**config.mk**
```make
export PLATFORM = sky130hd
export DESIGN_NAME = ordered_list_deque_engine
export DESIGN_NICKNAME = d
export VERILOG_FILES = /design/src/rtl/core/olde_pkg.sv /design/src/rtl/core/olde_ram.sv /design/src/rtl/core/ordered_list_deque_engine.sv
export SDC_FILE = /design/constraint.sdc
export NUM_CORES = 1
export LEC_CHECK = 0
export BUFFER_PORTS_ARGS = -buffer_cell sky130_fd_sc_hd__clkbuf_2
export CORE_MARGIN = 3
export CORE_UTILIZATION = 50
export CTS_CLUSTER_SIZE = 10
export DETAILED_ROUTE_END_ITERATION = 7
export PLACE_DENSITY_LB_ADDON = 0.3
export SYNTH_ARGS = -nofsm -noshare
export SYNTH_HDL_FRONTEND = slang
export SYNTH_SLANG_ARGS = --single-unit
```
**constraint.sdc**
```tcl
create_clock -name clock -period 8.8 [get_ports clock]
set_input_delay 1.76 -clock clock [delete_from_list [all_inputs] [get_ports clock]]
set_output_delay 1.76 -clock clock [all_outputs]
set_load 0.02 [all_outputs]
```
**src/rtl/core/olde_pkg.sv**
```systemverilog
// Shared types and codes for the ordered list deque engine.
package olde_pkg;

   localparam int VALUE_W = 32;
   localparam int COUNT_W = 5;

   localparam logic [2:0] OP_PUSH_FRONT = 3'd0;
   localparam logic [2:0] OP_PUSH_BACK  = 3'd1;
   localparam logic [2:0] OP_POP_FRONT  = 3'd2;
   localparam logic [2:0] OP_POP_BACK   = 3'd3;
   localparam logic [2:0] OP_DELETE     = 3'd4;
   localparam logic [2:0] OP_PEEK_FRONT = 3'd5;

   localparam logic [1:0] STATUS_OK    = 2'd0;
   localparam logic [1:0] STATUS_EMPTY = 2'd1;
   localparam logic [1:0] STATUS_FULL  = 2'd2;

   typedef struct packed {
      logic [2:0]                op;
      logic signed [VALUE_W-1:0] value;
      logic [COUNT_W-1:0]        max_remove;
   } req_type;

   typedef struct packed {
      logic signed [VALUE_W-1:0] out_value;
      logic [1:0]                status;
      logic [COUNT_W-1:0]        removed_count;
      logic [COUNT_W-1:0]        occupancy;
   } rsp_type;

endpackage

```
**src/rtl/core/olde_ram.sv**
```systemverilog
// Generic single-write, single-read RAM with registered read data.
module olde_ram #(
   parameter int WIDTH = 32,
   parameter int DEPTH = 16
) (
   input  logic                     clock,
   input  logic                     wr_en,
   input  logic [$clog2(DEPTH)-1:0] wr_addr,
   input  logic [WIDTH-1:0]         wr_data,
   input  logic                     rd_en,
   input  logic [$clog2(DEPTH)-1:0] rd_addr,
   output logic [WIDTH-1:0]         rd_data
);

   logic [WIDTH-1:0] mem_ff [DEPTH];
   logic [WIDTH-1:0] rd_data_ff;

   always_ff @(posedge clock) begin
      if (wr_en) begin
         mem_ff[wr_addr] <= wr_data;
      end
      if (rd_en) begin
         rd_data_ff <= mem_ff[rd_addr];
      end
   end

   assign rd_data = rd_data_ff;

endmodule

```
**src/rtl/core/ordered_list_deque_engine.sv**
```systemverilog
// Bounded double-ended queue of signed 32-bit values with delete by value.
//
// Input channel req_*: one transaction carries op, value and max_remove.
// Result channel rsp_*: exactly one transaction per request, in order, with
// out_value, status, removed_count and occupancy after the operation.
// Entries live in a circular RAM (one write and one read port, registered
// read); a small sequencer and one shared slot-address adder do all work.
// Sequencer steps per request: push and unused op codes run exec then result;
// pop and peek add a wait for the registered RAM read before the result;
// delete adds one read and one compare/write step per entry, then an end check.
// First result is valid the cycle after the last sequencer step.
// req_ready is high only while the sequencer is idle. The result sits in an
// output register, so a new request is taken while a result waits; a stalled
// receiver holds the sequencer at its final step until the register frees.
// Reset empties the store (front slot 0, no entries) and drops any pending
// result; stored values need no clearing since only held entries are read.
module ordered_list_deque_engine #(
   parameter int DEPTH = 16
) (
   input  logic              clock,
   input  logic              reset,
   input  logic              req_valid,
   output logic              req_ready,
   input  olde_pkg::req_type req_data,
   output logic              rsp_valid,
   input  logic              rsp_ready,
   output olde_pkg::rsp_type rsp_data
);
   import olde_pkg::*;

   localparam int AW = $clog2(DEPTH);
   localparam int CW = $clog2(DEPTH + 1);
   localparam int SW = CW + 1;
   localparam logic [CW-1:0] DEPTH_C = CW'(DEPTH);
   localparam logic [SW-1:0] DEPTH_S = SW'(DEPTH);

   typedef enum logic [2:0] {
      S_IDLE,
      S_EXEC,
      S_RDWAIT,
      S_DEL_RD,
      S_DEL_CHK,
      S_RESP
   } state_type;

   state_type                 state_ff, state_in;
   req_type                   req_ff, req_in;
   logic [AW-1:0]             first_ff, first_in;
   logic [CW-1:0]             fill_ff, fill_in;
   logic [CW-1:0]             rd_ff, rd_in;
   logic [CW-1:0]             wr_ff, wr_in;
   logic [COUNT_W-1:0]        removed_ff, removed_in;
   logic signed [VALUE_W-1:0] out_val_ff, out_val_in;
   logic [1:0]                status_ff, status_in;
   rsp_type                   rsp_ff, rsp_in;
   logic                      rsp_valid_ff, rsp_valid_in;

   logic [CW-1:0]      pos_sel;
   logic [SW-1:0]      slot_sum;
   logic [AW-1:0]      slot;
   logic               ram_we;
   logic [AW-1:0]      ram_waddr;
   logic [VALUE_W-1:0] ram_wdata;
   logic               ram_re;
   logic [AW-1:0]      ram_raddr;
   logic [VALUE_W-1:0] ram_rdata;
   logic               is_full;
   logic               is_empty;

   assign is_full  = (fill_ff == DEPTH_C);
   assign is_empty = (fill_ff == '0);

   // Shared slot adder: logical position to circular store slot.
   always_comb begin
      pos_sel = fill_ff;
      case (state_ff)
         S_EXEC: begin
            case (req_ff.op)
               OP_PUSH_FRONT: pos_sel = CW'(DEPTH - 1);
               OP_PUSH_BACK:  pos_sel = fill_ff;
               OP_POP_FRONT:  pos_sel = CW'(1);
               OP_POP_BACK:   pos_sel = fill_ff - 1'b1;
               default:       pos_sel = fill_ff;
            endcase
         end
         S_DEL_RD:  pos_sel = rd_ff;
         S_DEL_CHK: pos_sel = wr_ff;
         default:   pos_sel = fill_ff;
      endcase
   end

   assign slot_sum = SW'(first_ff) + SW'(pos_sel);
   assign slot     = (slot_sum >= DEPTH_S) ? AW'(slot_sum - DEPTH_S) : AW'(slot_sum);

   always_comb begin
      state_in     = state_ff;
      req_in       = req_ff;
      first_in     = first_ff;
      fill_in      = fill_ff;
      rd_in        = rd_ff;
      wr_in        = wr_ff;
      removed_in   = removed_ff;
      out_val_in   = out_val_ff;
      status_in    = status_ff;
      rsp_in       = rsp_ff;
      rsp_valid_in = rsp_valid_ff;
      ram_we       = 1'b0;
      ram_waddr    = slot;
      ram_wdata    = VALUE_W'(req_ff.value);
      ram_re       = 1'b0;
      ram_raddr    = slot;

      if (rsp_valid_ff && rsp_ready) begin
         rsp_valid_in = 1'b0;
      end

      case (state_ff)
         S_IDLE: begin
            if (req_valid) begin
               req_in   = req_data;
               state_in = S_EXEC;
            end
         end
         S_EXEC: begin
            out_val_in = '0;
            status_in  = STATUS_OK;
            removed_in = '0;
            state_in   = S_RESP;
            case (req_ff.op)
               OP_PUSH_FRONT: begin
                  if (is_full) begin
                     status_in = STATUS_FULL;
                  end else begin
                     ram_we   = 1'b1;
                     first_in = slot;
                     fill_in  = fill_ff + 1'b1;
                  end
               end
               OP_PUSH_BACK: begin
                  if (is_full) begin
                     status_in = STATUS_FULL;
                  end else begin
                     ram_we  = 1'b1;
                     fill_in = fill_ff + 1'b1;
                  end
               end
               OP_POP_FRONT: begin
                  if (is_empty) begin
                     status_in = STATUS_EMPTY;
                  end else begin
                     ram_re    = 1'b1;
                     ram_raddr = first_ff;
                     first_in  = slot;
                     fill_in   = fill_ff - 1'b1;
                     state_in  = S_RDWAIT;
                  end
               end
               OP_POP_BACK: begin
                  if (is_empty) begin
                     status_in = STATUS_EMPTY;
                  end else begin
                     ram_re   = 1'b1;
                     fill_in  = fill_ff - 1'b1;
                     state_in = S_RDWAIT;
                  end
               end
               OP_PEEK_FRONT: begin
                  if (is_empty) begin
                     status_in = STATUS_EMPTY;
                  end else begin
                     ram_re    = 1'b1;
                     ram_raddr = first_ff;
                     state_in  = S_RDWAIT;
                  end
               end
               OP_DELETE: begin
                  rd_in    = '0;
                  wr_in    = '0;
                  state_in = S_DEL_RD;
               end
               default: begin
                  state_in = S_RESP;
               end
            endcase
         end
         S_RDWAIT: begin
            out_val_in = signed'(ram_rdata);
            state_in   = S_RESP;
         end
         S_DEL_RD: begin
            if (rd_ff == fill_ff) begin
               fill_in  = wr_ff;
               state_in = S_RESP;
            end else begin
               ram_re   = 1'b1;
               rd_in    = rd_ff + 1'b1;
               state_in = S_DEL_CHK;
            end
         end
         S_DEL_CHK: begin
            // Matches are dropped until the limit; kept entries slide toward the front.
            if (ram_rdata == VALUE_W'(req_ff.value) && removed_ff < req_ff.max_remove) begin
               removed_in = removed_ff + 1'b1;
            end else begin
               ram_we    = 1'b1;
               ram_wdata = ram_rdata;
               wr_in     = wr_ff + 1'b1;
            end
            state_in = S_DEL_RD;
         end
         S_RESP: begin
            if (!rsp_valid_ff || rsp_ready) begin
               rsp_in.out_value     = out_val_ff;
               rsp_in.status        = status_ff;
               rsp_in.removed_count = removed_ff;
               rsp_in.occupancy     = COUNT_W'(fill_ff);
               rsp_valid_in         = 1'b1;
               state_in             = S_IDLE;
            end
         end
         default: begin
            state_in = S_IDLE;
         end
      endcase
   end

   always_ff @(posedge clock) begin
      if (reset) begin
         state_ff     <= S_IDLE;
         first_ff     <= '0;
         fill_ff      <= '0;
         rsp_valid_ff <= 1'b0;
      end else begin
         state_ff     <= state_in;
         first_ff     <= first_in;
         fill_ff      <= fill_in;
         rsp_valid_ff <= rsp_valid_in;
      end
      req_ff     <= req_in;
      rd_ff      <= rd_in;
      wr_ff      <= wr_in;
      removed_ff <= removed_in;
      out_val_ff <= out_val_in;
      status_ff  <= status_in;
      rsp_ff     <= rsp_in;
   end

   olde_ram #(
      .WIDTH (VALUE_W),
      .DEPTH (DEPTH)
   ) u_store (
      .clock   (clock),
      .wr_en   (ram_we),
      .wr_addr (ram_waddr),
      .wr_data (ram_wdata),
      .rd_en   (ram_re),
      .rd_addr (ram_raddr),
      .rd_data (ram_rdata)
   );

   assign req_ready = (state_ff == S_IDLE);
   assign rsp_valid = rsp_valid_ff;
   assign rsp_data  = rsp_ff;

   a_fill_bound: assert property (@(posedge clock) disable iff (reset)
      fill_ff <= DEPTH_C)
      else $error("fill count above depth");

   a_compact_order: assert property (@(posedge clock) disable iff (reset)
      (state_ff == S_DEL_RD || state_ff == S_DEL_CHK) |-> (wr_ff <= rd_ff && rd_ff <= fill_ff))
      else $error("delete write pointer passed read pointer");

   a_remove_limit: assert property (@(posedge clock) disable iff (reset)
      (state_ff == S_DEL_CHK) |-> (removed_ff <= req_ff.max_remove))
      else $error("delete removed more than requested");

   a_busy_after_accept: assert property (@(posedge clock) disable iff (reset)
      (req_valid && req_ready) |=> !req_ready)
      else $error("request accepted while previous one in progress");

   a_rsp_from_resp: assert property (@(posedge clock) disable iff (reset)
      $rose(rsp_valid_ff) |-> $past(state_ff == S_RESP))
      else $error("result posted outside final sequencer step");

endmodule
```
======== Word level (Yosys, flattened, before mapping) ========
Memory sizes are Yosys's and may differ from the RTL's. A register that Yosys moved wholly into a read port is not among the register bits.
Index checks and enable logic that the tools add are counted.
word-level totals
  bits in latches ......................... 0
  output and inout port bits .............. 46
  register bits ........................... 146
  bits in read-only memories .............. 0
  memories kept ........................... 1
  RAM bits ................................ 512
memories
  name            depth  width  read ports  clocked after Yosys merged registers in  write ports  RTL line        text
  u_store.mem_ff  16     32     1           1                                        1            olde_ram.sv:15  logic [WIDTH-1:0] mem_ff [DEPTH];
cells by class
  add/sub/neg operators ................... 7
  muxes and demuxes ....................... 46
  equal/unequal tests ..................... 25
  reduce and logical (&&, ||, !) cells .... 23
  $mul .................................... 0
  div/mod/pow operators ................... 0
  shifts and indexed selects .............. 0
  $lt $le $gt $ge ......................... 2
  bitwise gates (word level) .............. 0
operators by type and width
  cell                                                  count
  2-to-1 mux 32 bit                                     2
  one-hot mux 32 bit (2 select lines)                   1
  one-hot mux 5 bit (2 select lines)                    5
  2-to-1 mux 5 bit                                      7
  equality test 32 bit                                  1
  one-hot mux 5 bit (3 select lines)                    2
  2-to-1 mux 4 bit                                      6
  adder 5 x 1 -> 5 bit (second input constant)          4
  one-hot mux 3 bit (6 select lines)                    1
  != test 2 bit (second input constant)                 8
  2-to-1 mux 1 bit                                      13
  equality test 3 x 2 -> 1 bit (second input constant)  4
  equality test 3 bit (second input constant)           4
  2-to-1 mux 3 bit                                      3
  != test 3 bit (second input constant)                 3
  one-hot mux 4 bit (2 select lines)                    1
  AND reduction 2 bit                                   4
  nonzero test 2 bit                                    4
  adder 4 x 5 -> 6 bit                                  1
  equality test 3 x 1 -> 1 bit (second input constant)  2
  >= comparator 6 x 5 -> 1 bit (second input constant)  1
  logical NOT 3 bit                                     2
  one-hot mux 3 bit (2 select lines)                    1
  AND reduction 3 bit                                   2
  other kinds (17)                                      21

======== Longest topological paths before layout ========
  depth in word-level cells ............... 9
  depth in mapped cells ................... 18

======== Modules after synthesis ========
A second synthesis with hierarchy kept.
unflattened totals
  cell total of the unflattened synthesis .. 1,319
  area total of the unflattened synthesis .. 26,810.7 um^2
modules (own cells, without submodules)
  module                     instances  seq. area each (um^2)  cells an instance  area each (um^2)
  olde_ram                   1          16,335.7               838                20,155.6
  ordered_list_deque_engine  1          4,254.1                481                6,655.1

======== Worst setup path after synthesis ========
No wires, ideal clock.
  path type ............................... reg2reg
  start point ............................. register state_ff[1]
  end point ............................... memory u_store.mem_ff[12][0] (enable)
  data required time ...................... 8,299 ps
  data arrival time ....................... 5,704 ps
  setup time .............................. 501 ps
  cell stages (with the launch flop) ...... 13
  slack ................................... 2,595 ps
  cell sequence ........................... dfxtp_1 > buf_2 > nor3b_1 > a22oi_1 > nand2b_1 > a21oi_1 > a31oi_1 > ha_1 > a21o_1 > a21oi_1 > xnor2_1 > xnor2_1 > nor4_1
between the ends
  cells in the longest elaborated chain, start to end .. 5
  elaborated cells on any way between the ends .. 11
  those cells by class .................... add/sub (2); order compare (1); eq/ne (3); mux (5)
ends and longest elaborated chain
  item                                                                              RTL line                                                           text
  start: declaration                                                                ordered_list_deque_engine.sv:46                                    state_type state_ff, state_in;
  start signal: assignment                                                          ordered_list_deque_engine.sv:234                                   state_ff <= state_in;
  equality test 3 bit (tied with other cells)                                       ordered_list_deque_engine.sv:76, ordered_list_deque_engine.sv:117
  one-hot mux 5 bit (3 select lines)                                                ordered_list_deque_engine.sv:76                                    case (state_ff)
  adder 4 x 5 -> 6 bit                                                              ordered_list_deque_engine.sv:92                                    assign slot_sum = SW'(first_ff) + SW'(pos_sel);
  >= comparator 6 x 5 -> 1 bit / subtractor 4 x 1 -> 4 bit (equally long branches)  ordered_list_deque_engine.sv:93                                    assign slot = (slot_sum >= DEPTH_S) ? AW'(slot_sum - DEPTH_S) : AW'(slot_sum);
  2-to-1 mux 4 bit                                                                  ordered_list_deque_engine.sv:93
  end: declaration                                                                  olde_ram.sv:15
Several ways; a longest one is shown, not always the timed one.

======== Worst setup path in the final report ========
  start point ............................. register state_ff[2]
  end point ............................... register u_store.rd_data_ff[17] (netlist: u_store.rd_data[17]) (read register of u_store.mem_ff) (data pin)
between the ends
  cells in the longest elaborated chain, start to end .. 8
  elaborated cells on any way between the ends .. 12
  those cells by class .................... add/sub (2); order compare (1); eq/ne (3); mux (6)
ends and longest elaborated chain
  item                                                                              RTL line                                                            text
  equality test 3 bit (tied with other cells)                                       ordered_list_deque_engine.sv:76
  one-hot mux 5 bit (3 select lines)                                                ordered_list_deque_engine.sv:76
  adder 4 x 5 -> 6 bit                                                              ordered_list_deque_engine.sv:92
  >= comparator 6 x 5 -> 1 bit / subtractor 4 x 1 -> 4 bit (equally long branches)  ordered_list_deque_engine.sv:93
  2-to-1 mux 4 bit                                                                  ordered_list_deque_engine.sv:93
  2-to-1 mux 4 bit                                                                  ordered_list_deque_engine.sv:148, ordered_list_deque_engine.sv:168
  2-to-1 mux 4 bit                                                                  --
  2-to-1 mux 4 bit                                                                  ordered_list_deque_engine.sv:117                                    case (state_ff)
  end: declaration                                                                  olde_ram.sv:16                                                      logic [WIDTH-1:0] rd_data_ff;
Several ways; a longest one is shown, not always the timed one.
A chain may end at the register's enable or synchronous reset.

==> reports/qor.yml <==
outcome: "finished, final reports clean"
syn2layout_area_growth_pct: 12.4
antenna_cells: 0
dieArea_um2: 59400
io_buffers: 89
grt.overflow.total: 0
nNetsFinal: 1771
path_cells: "nor3b_1 > a22oi_1 > nand2b_1 > a21oi_1 > a31oi_1 > inv_1 > fa_1 > xnor2_1 > mux2i_4 > buf_4 > buf_12 > mux2i_1 > mux2i_1 > mux2i_1 > mux2i_1"
wirelength_um: 60400
clkTransAtPathRegs_ns: 0.05
period_share_pct: 62.6
max_slew_margin_pct: 27.0
use_met1_pct: 27.5
yosys_register_bits: 690
cts.sinks: 690
cp_common_cell: "mux2i_1"
fin_tns_setup_ns: 0
drive_above_1_share_pct: 15.9
synth_area_per_cell_um2: 17.9
slowest_delay_ns: 0.79
clk_path_buf_depth: 3
drv_cap: 0
grt_antenna_before_repair: 3
startpoint_type: "register"
grt_use_total_pct: 20.3
hold_ws_ns: 0.417
synth_nets: 1641
drv_slew: 0
coreArea_um2: 55500
busiest_layer: "met2"
skew_ns: 0.0231
routed_via_density: 5.71
core.rowCount: 86
synthDistinctLibCells: 50
finalWeightedCongestion: 0.873
drc: 0
vias: 14200
yosysTopAreaCell: "edfxtp_1"
crit_required_ns: 9.13
endpoint_kind: "register"
grt_max_degree: 131
grt_pass1_vias: 14100
hold_viol: 0
cts_buffers: 79
hold_path_class: "register to register"
dp.final_hpwl_um: 31500
wl_per_cell_um: 24.3
use_met3_pct: 4.16
p_leak_nw: 12.5
rsz0062_at_grt: "false"
clock_latency_ns: 0.61
drt-pass1-iter-count: 5
ys_top_cells_by_area: "edfxtp_1 (72%), mux2i_1 (17%), mux2_2 (1.3%)"
worst_pin_slew_ns: 1.10
ioPinCount: 90
synth-edff-count: 677
ctsResizeCount: 0
power_density_nw_per_um2: 264
setup_viol: 0
tritoncts: "yes"
seq_area_frac_synth_pct: 72.9
yosysWarnings: 0
finish.utilization_pct: 57.2
drtIter0Drc: 1181
cp_top_family: "buffers and inverters"
cts_max_level: 3
root_buffer: "clkbuf_16"
synth.top_cell.area_share_pct: 71.9
criticalPathCategory: "register to register"
syn_inst: 1583
cp_slowest_cell: "nor3b_1"
worst_ep_arrival_time_ns: 5.84
start_util_pct: 50.9
grt_pass1_wl_um: 88900
ys_async_sr_fraction_pct: 0
critical_path_buf_inv_count: 3
synth_top_flop_cell: "edfxtp_1"
power_mw: 8.39
fmaxAchievable_mhz: 182
use_met2_pct: 33.4
cp_max_fo: 130
ant_nets: 0
die_height_um: 244
ir_drop_v: 0.000208
post_cts.repair.setup_buffers: 0
die_w_um: 244
syn_area_um2: 28300
stdcell_count: 2483
post-route-min-period_ns: 5.51
place_inst: 2380
postCtsHoldBufs: 0
routing by layer:
metal  part of all wire (%)  vias to the layer above
li1                       -                     6407
met1                     43                     7187
met2                     48                      477
met3                    7.2                      102
met4                    2.3                        0
met5                      0                        -
worst register-to-register path: stages, from the launching register on:
cell and delay, ns:
dfxtp_1 0.56, nor3b_1 0.79, a22oi_1 0.25, nand2b_1 0.12, a21oi_1 0.08, a31oi_1 0.27
inv_1 0.09, fa_1 0.42, xnor2_1 0.35, mux2i_4 0.24, buf_4 0.44, buf_12 0.64
mux2i_1 0.53, mux2i_1 0.11, mux2i_1 0.22, mux2i_1 0.12
cell families (layout without fill, tap and decap cells):
logic type                 after synthesis  in the layout  share of synthesized area, %
AOI/OAI and AO/OA                       69             69                          1.59
xor gates and xnor gates                54             54                          1.67
adders and majority gates               14             14                         0.646
buffers and inverters                   86            238                          1.91
DFF                                    690            690                          72.9
muxes                                  506            506                          18.2
and+or+nand+nor                        164            164                          3.09
sequential cells by signal, summed over array words and instances, names as in the netlist, 3 cells and up:
register	cells
wr_ff	5
first_ff	4
req_ff	40
rsp_data	44
removed_ff	5
fill_ff	5
rd_ff	5
state_ff	3
u_store.rd_data	32
u_store.mem_ff	512
out_val_ff	32
metrics by stage:
| step | area [um2] | setup slack [ns] |
|---|---|---|
| 3_3_place_gp | 29600 | 3.54 |
| 6_report | 31800 | 3.29 |
| 2_1_floorplan | 28300 | 2.59 |
| 3_5_place_dp | 29600 | 3.46 |
| 5_1_grt | 31800 | 2.91 |
| 4_1_cts | 31800 | 3.42 |
cell type report:
class                           count  area [um2]
Multi-Input combinational cell    807        7300
Sequential cell                   690       20600
Timing Repair Buffer              122         718
Fill cell                        4152       23700
Tap cell                          748         936
Inverter                           13        48.8
Clock inverter                      7        88.8
Clock buffer                       96        2090
layout by cell type (no fill, tap or decap), types with 14 or more instances in the layout:
| master | count |
|---|---|
| a21oi_1 | 18 |
| buf_4 | 31 |
| clkbuf_1 | 14 |
| and2_1 | 36 |
| clkbuf_2 | 89 |
| mux2i_1 | 468 |
| mux2_2 | 32 |
| nor2_1 | 27 |
| nand2_1 | 26 |
| clkbuf_16 | 81 |
| edfxtp_1 | 677 |
| xnor2_1 | 41 |
final timing paths:
| kind | cells past startpoint | from | to | slack (ns) |
|---|---|---|---|---|
| setup / recovery | 15 | state_ff[2] | u_store.rd_data[17] | 3.29 |
| hold / removal | 0 | out_val_ff[29] | rsp_data[41] | 0.42 |
| setup reg to reg | 15 | state_ff[2] | u_store.rd_data[17] | 3.29 |
| hold reg to reg | 0 | out_val_ff[29] | rsp_data[41] | 0.42 |
power breakdown:
group          leakage, nW  internal [mW]  switching, mW
combinational         5.23          0.629          0.933
sequential            6.26           3.91         0.0739
clock                 1.06           1.66           1.19
Yosys cell counts, types with 6 or more instances:
cell type,count
nand2_1,27
buf_4,7
nand4_1,8
buf_6,21
xor2_1,13
mux2_2,32
mux2i_1,470
ha_1,13
clkbuf_1,19
a21oi_1,18
nor3_1,16
xnor2_1,41
nand2b_1,6
nor2b_1,6
inv_1,13
nor4_1,10
buf_2,26
edfxtp_1,677
nand3_1,12
nor2_1,28
dfxtp_1,13
and2_1,37
a21o_1,6
o21ai_0,13
(Power assumes the default switching activity.)
